### src/rtl/core/dsad_pkg.sv
`timescale 1ns / 1ps
// Package for the differential sine/cosine angle decoder.
// Holds the beat types, fixed-point widths and the arctangent table; depends on nothing.
package dsad_pkg;

    localparam int DEF_CORDIC_STAGES   = 16;
    localparam int DEF_ANGLE_FRAC_BITS = 6;
    localparam int MAX_STAGES          = 24;

    localparam int MV_W     = 13;
    localparam int DIFF_W   = MV_W + 1;
    localparam int IN_FRAC  = 16;
    localparam int DATA_W   = 34;
    localparam int ZW       = 27;
    localparam int ATAN_W   = 23;
    localparam int ANGLE_W  = 15;

    localparam logic signed [ZW-1:0] Z_90      = 27'sd5898240;
    localparam logic        [ZW-1:0] FULL_TURN = 27'd23592960;

    typedef struct packed {
        logic [MV_W-1:0] sin_pos_mv;
        logic [MV_W-1:0] sin_neg_mv;
        logic [MV_W-1:0] cos_pos_mv;
        logic [MV_W-1:0] cos_neg_mv;
        logic            sample_valid;
    } sample_t;

    typedef struct packed {
        logic [ANGLE_W-1:0] angle_deg_q6;
        logic               angle_valid;
    } angle_t;

    // atan(2^-idx) in degrees, scaled by 2^16 and rounded to nearest.
    function automatic logic [ATAN_W-1:0] atan_q16(input int unsigned idx);
        logic [ATAN_W-1:0] v;
        case (idx)
            0:       v = 23'd2949120;
            1:       v = 23'd1740967;
            2:       v = 23'd919879;
            3:       v = 23'd466945;
            4:       v = 23'd234379;
            5:       v = 23'd117304;
            6:       v = 23'd58666;
            7:       v = 23'd29335;
            8:       v = 23'd14668;
            9:       v = 23'd7334;
            10:      v = 23'd3667;
            11:      v = 23'd1833;
            12:      v = 23'd917;
            13:      v = 23'd458;
            14:      v = 23'd229;
            15:      v = 23'd115;
            16:      v = 23'd57;
            17:      v = 23'd29;
            18:      v = 23'd14;
            19:      v = 23'd7;
            20:      v = 23'd4;
            21:      v = 23'd2;
            22:      v = 23'd1;
            default: v = 23'd0;
        endcase
        return v;
    endfunction

endpackage

### src/rtl/core/differential_sincos_angle_decoder_core.sv
`timescale 1ns / 1ps
// Differential sine/cosine angle decoder: pipelined vectoring CORDIC atan2.
// Depends on dsad_pkg for beat types, widths and the arctangent table.
//
//   Channel | Handshake            | Payload           | Beat
//   --------+----------------------+-------------------+---------------------------------
//   sample  | smp_valid, smp_ready | smp (sample_t)    | four channel voltages and a flag
//   angle   | ang_valid, ang_ready | ang (angle_t)     | angle in 1/64 degree and a flag
//
// One beat enters per cycle unless a stalled output has filled every stage. One stage
// forms the differences and the quadrant pre-rotation, one per CORDIC micro-rotation,
// one stage folds negative angles into the full turn and one rounds and wraps into the
// output register. Reset clears only the stage valid bits. Each stage loads whenever it
// is empty or the stage after it moves, so a stalled output holds its beat while
// earlier bubbles still fill; nothing is dropped or repeated.
module differential_sincos_angle_decoder_core #(
    parameter int CORDIC_STAGES   = dsad_pkg::DEF_CORDIC_STAGES,
    parameter int ANGLE_FRAC_BITS = dsad_pkg::DEF_ANGLE_FRAC_BITS
) (
    input  logic              clk,
    input  logic              rst_n,
    input  logic              smp_valid,
    output logic              smp_ready,
    input  dsad_pkg::sample_t smp,
    output logic              ang_valid,
    input  logic              ang_ready,
    output dsad_pkg::angle_t  ang
);

    localparam int DATA_W  = dsad_pkg::DATA_W;
    localparam int ZW      = dsad_pkg::ZW;
    localparam int DIFF_W  = dsad_pkg::DIFF_W;
    localparam int PW      = DIFF_W + 1;
    localparam int IN_FRAC = dsad_pkg::IN_FRAC;
    // Pipeline: pre-rotation, the micro-rotations, fold, output.
    localparam int LAST    = CORDIC_STAGES + 2;
    localparam int SHIFT   = IN_FRAC - ANGLE_FRAC_BITS;
    localparam logic [ZW-1:0] HALF   = ZW'(1) << (SHIFT - 1);
    localparam logic [ZW-1:0] FULL_Q = ZW'(360) << ANGLE_FRAC_BITS;

    // Stage valid bits and the load enables that ripple back from the output.
    logic vld_reg [0:LAST];
    logic adv     [0:LAST];

    // CORDIC vector and angle accumulator; entry 0 is after pre-rotation,
    // entry i+1 after micro-rotation i.
    logic signed [DATA_W-1:0] x_reg [0:CORDIC_STAGES];
    logic signed [DATA_W-1:0] y_reg [0:CORDIC_STAGES];
    logic signed [ZW-1:0]     z_reg [0:CORDIC_STAGES];
    // Sample flag and the both-differences-zero mark, carried alongside.
    logic sv_reg [0:CORDIC_STAGES+1];
    logic zr_reg [0:CORDIC_STAGES+1];

    logic [ZW-1:0]     zp_reg;
    dsad_pkg::angle_t  out_reg;

    assign adv[LAST] = !vld_reg[LAST] || ang_ready;

    genvar k;
    generate
        for (k = 0; k < LAST; k++)
        begin : g_ready
            assign adv[k] = !vld_reg[k] || adv[k+1];
        end

        for (k = 0; k <= LAST; k++)
        begin : g_valid
            logic vld_in;

            // The first stage takes the input flag, every later one its predecessor.
            if (k == 0)
            begin : g_head
                assign vld_in = smp_valid;
            end
            else
            begin : g_tail
                assign vld_in = vld_reg[k-1];
            end

            always_ff @(posedge clk or negedge rst_n)
            begin
                if (!rst_n)
                begin
                    vld_reg[k] <= 1'b0;
                end
                else if (adv[k])
                begin
                    vld_reg[k] <= vld_in;
                end
            end
        end
    endgenerate

    assign smp_ready = adv[0];
    assign ang_valid = vld_reg[LAST];
    assign ang       = out_reg;

    // Differences and pre-rotation. The vertical part is the negated sine difference.
    logic signed [DIFF_W-1:0] y_d;
    logic signed [DIFF_W-1:0] x_d;
    logic signed [PW-1:0]     x_e;
    logic signed [PW-1:0]     y_e;
    logic signed [PW-1:0]     x_p;
    logic signed [PW-1:0]     y_p;
    logic signed [ZW-1:0]     z_p;

    always_comb
    begin
        y_d = DIFF_W'({1'b0, smp.sin_neg_mv}) - DIFF_W'({1'b0, smp.sin_pos_mv});
        x_d = DIFF_W'({1'b0, smp.cos_pos_mv}) - DIFF_W'({1'b0, smp.cos_neg_mv});
        x_e = {x_d[DIFF_W-1], x_d};
        y_e = {y_d[DIFF_W-1], y_d};
        x_p = x_e;
        y_p = y_e;
        z_p = '0;
        // Left half-plane: turn by a quarter so the vector starts with x >= 0.
        if (x_e[PW-1])
        begin
            if (!y_e[PW-1])
            begin
                x_p = y_e;
                y_p = -x_e;
                z_p = dsad_pkg::Z_90;
            end
            else
            begin
                x_p = -y_e;
                y_p = x_e;
                z_p = -dsad_pkg::Z_90;
            end
        end
    end

    always_ff @(posedge clk)
    begin
        if (adv[0])
        begin
            x_reg[0]  <= {{(DATA_W-PW-IN_FRAC){x_p[PW-1]}}, x_p, {IN_FRAC{1'b0}}};
            y_reg[0]  <= {{(DATA_W-PW-IN_FRAC){y_p[PW-1]}}, y_p, {IN_FRAC{1'b0}}};
            z_reg[0]  <= z_p;
            sv_reg[0] <= smp.sample_valid;
            zr_reg[0] <= (x_d == '0) && (y_d == '0);
        end
    end

    // One micro-rotation per stage; the shift amount is fixed by the stage position.
    genvar i;
    generate
        for (i = 0; i < CORDIC_STAGES; i++)
        begin : g_cordic
            logic signed [DATA_W-1:0] xs;
            logic signed [DATA_W-1:0] ys;
            logic signed [ZW-1:0]     at;

            assign xs = x_reg[i] >>> i;
            assign ys = y_reg[i] >>> i;
            assign at = $signed({{(ZW-dsad_pkg::ATAN_W){1'b0}}, dsad_pkg::atan_q16(i)});

            always_ff @(posedge clk)
            begin
                if (adv[i+1])
                begin
                    if (!y_reg[i][DATA_W-1])
                    begin
                        x_reg[i+1] <= x_reg[i] + ys;
                        y_reg[i+1] <= y_reg[i] - xs;
                        z_reg[i+1] <= z_reg[i] + at;
                    end
                    else
                    begin
                        x_reg[i+1] <= x_reg[i] - ys;
                        y_reg[i+1] <= y_reg[i] + xs;
                        z_reg[i+1] <= z_reg[i] - at;
                    end
                    sv_reg[i+1] <= sv_reg[i];
                    zr_reg[i+1] <= zr_reg[i];
                end
            end
        end
    endgenerate

    // Fold a negative angle into [0, 360) degrees.
    always_ff @(posedge clk)
    begin
        if (adv[CORDIC_STAGES+1])
        begin
            if (z_reg[CORDIC_STAGES][ZW-1])
            begin
                zp_reg <= ZW'(z_reg[CORDIC_STAGES]) + dsad_pkg::FULL_TURN;
            end
            else
            begin
                zp_reg <= ZW'(z_reg[CORDIC_STAGES]);
            end
            sv_reg[CORDIC_STAGES+1] <= sv_reg[CORDIC_STAGES];
            zr_reg[CORDIC_STAGES+1] <= zr_reg[CORDIC_STAGES];
        end
    end

    // Round to the output resolution; a value that rounds up to a full turn wraps to 0.
    logic [ZW-1:0] rnd;
    logic [ZW-1:0] q_r;
    logic [ZW-1:0] q_w;

    always_comb
    begin
        rnd = zp_reg + HALF;
        q_r = rnd >> SHIFT;
        q_w = (q_r >= FULL_Q) ? (q_r - FULL_Q) : q_r;
    end

    always_ff @(posedge clk)
    begin
        if (adv[LAST])
        begin
            out_reg.angle_valid <= sv_reg[CORDIC_STAGES+1];
            if (!sv_reg[CORDIC_STAGES+1] || zr_reg[CORDIC_STAGES+1])
            begin
                out_reg.angle_deg_q6 <= '0;
            end
            else
            begin
                out_reg.angle_deg_q6 <= q_w[dsad_pkg::ANGLE_W-1:0];
            end
        end
    end

`ifndef ASSERT_OFF
    // A free output side means every stage can move, so the input must be open.
    a_ready_chain: assert property (@(posedge clk) disable iff (!rst_n)
        ang_ready |-> smp_ready)
        else $error("input closed while the output side is free");

    // A beat from a garbled sample carries angle zero.
    a_invalid_zero: assert property (@(posedge clk) disable iff (!rst_n)
        (ang_valid && !ang.angle_valid) |-> (ang.angle_deg_q6 == '0))
        else $error("invalid beat carries a non-zero angle");

    // An empty first stage stays empty unless a beat is taken in.
    a_empty_hold: assert property (@(posedge clk) disable iff (!rst_n)
        (!vld_reg[0] && !smp_valid) |=> !vld_reg[0])
        else $error("first stage filled without an input beat");
`endif

endmodule
### config.mk
export PLATFORM = sky130hd
export DESIGN_NAME = differential_sincos_angle_decoder_core
export DESIGN_NICKNAME = d
export VERILOG_FILES = /design/src/rtl/core/dsad_pkg.sv /design/src/rtl/core/differential_sincos_angle_decoder_core.sv
export SDC_FILE = /design/constraint.sdc
export NUM_CORES = 2
export LEC_CHECK = 0
export ABC_CLOCK_PERIOD_IN_PS = 10000
export BUFFER_PORTS_ARGS = -buffer_cell sky130_fd_sc_hd__buf_2
export CAP_MARGIN = 15
export CORE_MARGIN = 2
export CORE_UTILIZATION = 60
export CTS_CLUSTER_SIZE = 12
export DETAILED_ROUTE_END_ITERATION = 12
export HOLD_SLACK_MARGIN = 0.05
export PLACE_DENSITY = 0.78
export SYNTH_ARGS = -nofsm -noshare
export SYNTH_HDL_FRONTEND = slang
export SYNTH_SLANG_ARGS = --single-unit
export TNS_END_PERCENT = 30
### constraint.sdc
create_clock -name clk -period 10 [get_ports clk]
set_input_delay 1 -clock clk [delete_from_list [all_inputs] [get_ports clk]]
set_output_delay 1 -clock clk [all_outputs]
set_load 0.02 [all_outputs]
Word-level counts from Yosys, hierarchy flattened
Memories as Yosys holds them, arrays and structs flattened. Cells that the tools add are included.

$add $sub $neg: 102. $lt $le $gt $ge: 1. Multiplexer cells: 188. Bitwise logic cells: 48. Reduce and logical (&&, ||, !) cells: 43.

Operators with widths (number): $mux W34 (32); $mux W27 (18); $mux W1 (132); $mux W15 (5); $add A34 B19 Y34 (2); $add A34 B20 Y34 (2); $add A34 B21 Y34 (2); $add A34 B22 Y34 (2); $add A34 B23 Y34 (2); $add A34 B24 Y34 (2); $add A34 B25 Y34 (2); $add A34 B26 Y34 (2); $add A34 B27 Y34 (2); $add A34 B28 Y34 (2); $add A34 B29 Y34 (2); $add A34 B30 Y34 (2); $add A34 B31 Y34 (2); $add A34 B32 Y34 (2); $add A34 B33 Y34 (2); $sub A34 B19 Y34 (2); $sub A34 B20 Y34 (2); $sub A34 B21 Y34 (2); $sub A34 B22 Y34 (2); $sub A34 B23 Y34 (2); other kinds (55) (155).

Register bits after elaboration: 62. Bits in writable memories: 1651. Input port bits: 57. Output and inout port bits: 18. Word-level logic and storage cells: 410. Memories kept: 5.

Memories: x_reg (words 17, width 34, rd ports 16, clocked after Yosys merged registers in 0, write ports 17, RTL line differential_sincos_angle_decoder_core.sv:47) `logic signed [DATA_W-1:0] x_reg [0:CORDIC_STAGES];`; y_reg (words 17, width 34, rd ports 16, clocked after Yosys merged registers in 0, write ports 17, RTL line differential_sincos_angle_decoder_core.sv:48) `logic signed [DATA_W-1:0] y_reg [0:CORDIC_STAGES];`; z_reg (words 17, width 27, rd ports 17, clocked after Yosys merged registers in 0, write ports 17, RTL line differential_sincos_angle_decoder_core.sv:49) `logic signed [ZW-1:0] z_reg [0:CORDIC_STAGES];`; sv_reg (words 18, width 1, rd ports 18, clocked after Yosys merged registers in 0, write ports 18, RTL line differential_sincos_angle_decoder_core.sv:51) `logic sv_reg [0:CORDIC_STAGES+1];`; zr_reg (words 18, width 1, rd ports 18, clocked after Yosys merged registers in 0, write ports 18, RTL line differential_sincos_angle_decoder_core.sv:52) `logic zr_reg [0:CORDIC_STAGES+1];`.

Depth between registers and ports, before layout
Depth after elaboration: 22. Depth in mapped cells: 25. Gate-level depth less buffers: 24.

Worst setup path before layout
OpenSTA, ideal clock, no wires.

Kind: input -> register. Start point: in ang_ready. End point: mem y_reg[2][32] (data pin). Setup time: 0.258 ns. Arrival time: 6.431 ns. Required time: 9.742 ns. Slack: 3.312 ns. Stages: 24. Buffers on the path: 1. Cells stage by stage: nand3b_4 > nor2_4 > nand2_1 > nor3_1 > inv_1 > nand2b_1 > nor2_1 > inv_2 > nand2_1 > clkbuf_1 > o21ai_0 > ha_1 > fa_1 > a21o_1 > a21oi_1 > o21bai_1 > a21oi_1 > nor2b_1 > o21a_1 > o31a_1 > o41ai_1 > o211ai_1 > a21oi_1 > xnor2_1.

RTL lines: start: declaration (RTL line differential_sincos_angle_decoder_core.sv:26) `input logic ang_ready,`; end: declaration (RTL line differential_sincos_angle_decoder_core.sv:48).

==> flow_summary.ini <==
[status]
status = finished, final reports clean

[sta]
slew-limit-headroom_pct = 22.5
slew_viol_final = 0
fmax_ghz = 0.136
min_period_ps = 7340
tightest_slew_ps = 1130
grt_setup_unrepaired = false
setup_violations = 0
setup_tns_ps = 0
timing.final.crit_share_pct = 73.4
final-hold-violation-count = 0
finalClockSkew_ps = 30.0

[cts]
clock-root-buffer = clkbuf_16
clock-sinks = 1311
cts_tree = built
path_clk_slew_ps = 60
cts_made_buffers = 154
htree_levels = 4
clock_latency_ps = 810
cts.path.max_buffers = 3
post_cts_resized = 0
postCtsHoldBufs = 0
cts_setup_buffers = 0

[global_route]
gr-total-overflow = 0
antenna_found_initial = 4
grt_start_max_net_pins = 82
grt_pass1_wl_um = 430000
grt_pass1_vias = 81900
grt_util_all_layers_pct = 29.4

[placed_design]
placement.io_buffers = 74
place_congestion = 0.988
dpl.hpwl_um = 216000

[synthesis]
syn_avg_cell_area_um2 = 9.66
ys.flop_type = edfxtp_1
ys_seq_elements = 1311
synthMostInstantiatedCell = edfxtp_1
postSynthCellCount = 11100
synth_edf_count = 1292
ys_top_cells_by_count = edfxtp_1, ha_1, xnor2_1
synth.area.top_cells = edfxtp_1, ha_1, xnor2_1
synth_top_area_cell = edfxtp_1
yosysWarningCount = 0
asyncSetResetFlopFracSynth_pct = 1.45
synth_fp_nets = 12400
ys_seq_area_share_pct = 36.6
synth_top_area_share_pct = 36.1
ys_types = 96
netlist_area_um2 = 107000

[route]
vias_per_cell = 6.22
wire_per_inst_um = 20.0
drc_errors = 0
num_vias = 85300
wirelength_um = 274000
dr.pass1.iters = 8
drt_iter0_drc = 7114
antenna_left = 0

[setup_path]
cp-start-kind = input pin
crit_fanout = 45
rr_startpoint = ang_valid$_DFFE_PN0P_
required_ps = 10540
cp.arrival_ps = 7880
path_class = input pin to register
crit_start = ang_ready
cp-end-kind = register

[floorplan]
die_y_um = 427
die_w_um = 427
core-area_um2 = 178000
start_util_pct = 60.3
io_pins = 75
placementRows = 155
die-area_um2 = 182000

[layout]
synthToLayoutAreaGrowth_pct = 7.70
largest_reg_flops = 427
drive_above_1_share_pct = 4.47
nets = 12600

[min_path]
hold_path.class = input pin to async pin

[job]
cap_violations = 0
[path summary, 6_finish.rpt]
| kind | depth (start not counted) | endpoint | slack, ps |
|---|---|---|---|
| setup / recovery | 24 | x_reg[9][32]$_DFFE_PP_ | 2660 |
| hold / removal | 1 | g_valid[15].vld_in$_DFFE_PN0P_ | 310 |
| setup reg to reg | 23 | x_reg[9][32]$_DFFE_PP_ | 2670 |
| hold reg to reg | 0 | zp_reg[13]$_DFFE_PP_ | 410 |
| max in group asynchronous | 1 | g_valid[6].vld_in$_DFFE_PN0P_ | 9130 |
| min in group clk | 1 | sv_reg[0]$_DFFE_PP_ | 380 |
[per-layer routing]
layer  global-route usage, %  wire length [um]
met3                    4.56             17500
met5                       0                13
met4                    13.5             13300
met2                    49.7            131000
met1                    36.8            113000
[area by class of cell]
type / instances / area [um^2]
clock inverters: 82 / 815
well taps: 2355 / 2950
diodes: 2 / 5.00
multi-input cells: 9159 / 65800
repair buffers: 121 / 728
fillers: 14100 / 62600
flip-flops and latches: 1311 / 39300
inverters: 501 / 1880
clock buffers: 195 / 4230
[placed cells by master, fill, tap and decap left out, drive strengths merged, types with 70 or more instances in the layout]
cell    count
edfxtp   1292
ha       1226
xnor2    1051
a21oi    1005
nor2      919
nand2     682
o21ai     662
xor2      564
inv       504
a21o      430
nor3      294
nand2b    217
nand3     206
clkbuf    195
o21a      184
o31ai     156
nor2b     150
o21bai    141
buf       120
a31oi      90
and3       85
a211oi     85
nor4       81
or3        80
nand4      70
[worst max-delay path, stage by stage]
cell,delay [ps]
buf_2,130
nand3b_4,360
nor2_4,310
nand2_1,230
nor3_2,510
inv_1,280
nand2_1,130
buf_4,510
clkinv_1,130
buf_4,290
nor2_1,170
xnor2_1,150
ha_1,300
a21o_1,200
a21oi_1,230
o21bai_1,120
a2111oi_0,570
o31ai_1,170
a2111oi_1,870
a211oi_1,210
a211oi_1,540
a31oi_1,200
mux2i_1,180
nand2_1,60
[cells by family (layout without fill, tap and decap cells)]
logic type               count (synthesis)  in the layout  synth area share [%]
multiplexers                            62             62                 0.611
other                                    1              3               0.00349
adder cells (fa/ha/maj)               1262           1262                  15.0
AO/OA/AOI/OAI                         3196           3196                  18.9
AND/OR/NAND/NOR                       3023           3023                  13.6
buffers and inverters                  646            899                  2.26
flip-flops                            1311           1311                  36.6
XOR/XNOR                              1615           1615                  13.2
[through the flow]
step                area, um^2  utilization (%)  instances  setup slack [ps]  hold slack [ps]
floorplan               107000                -      11100              3310              400
detailed placement      111000             62.1      13400              1940              405
global placement        111000             62.1      13400              1960              402
CTS                     116000             64.9      13700              2740              260
global route            116000             64.9      13700              1890              303
finish                  116000             64.9      13700              2660              309
Power is not shown: default switching activity piles up to over one toggle a cycle in this logic, so the estimate is an artifact.
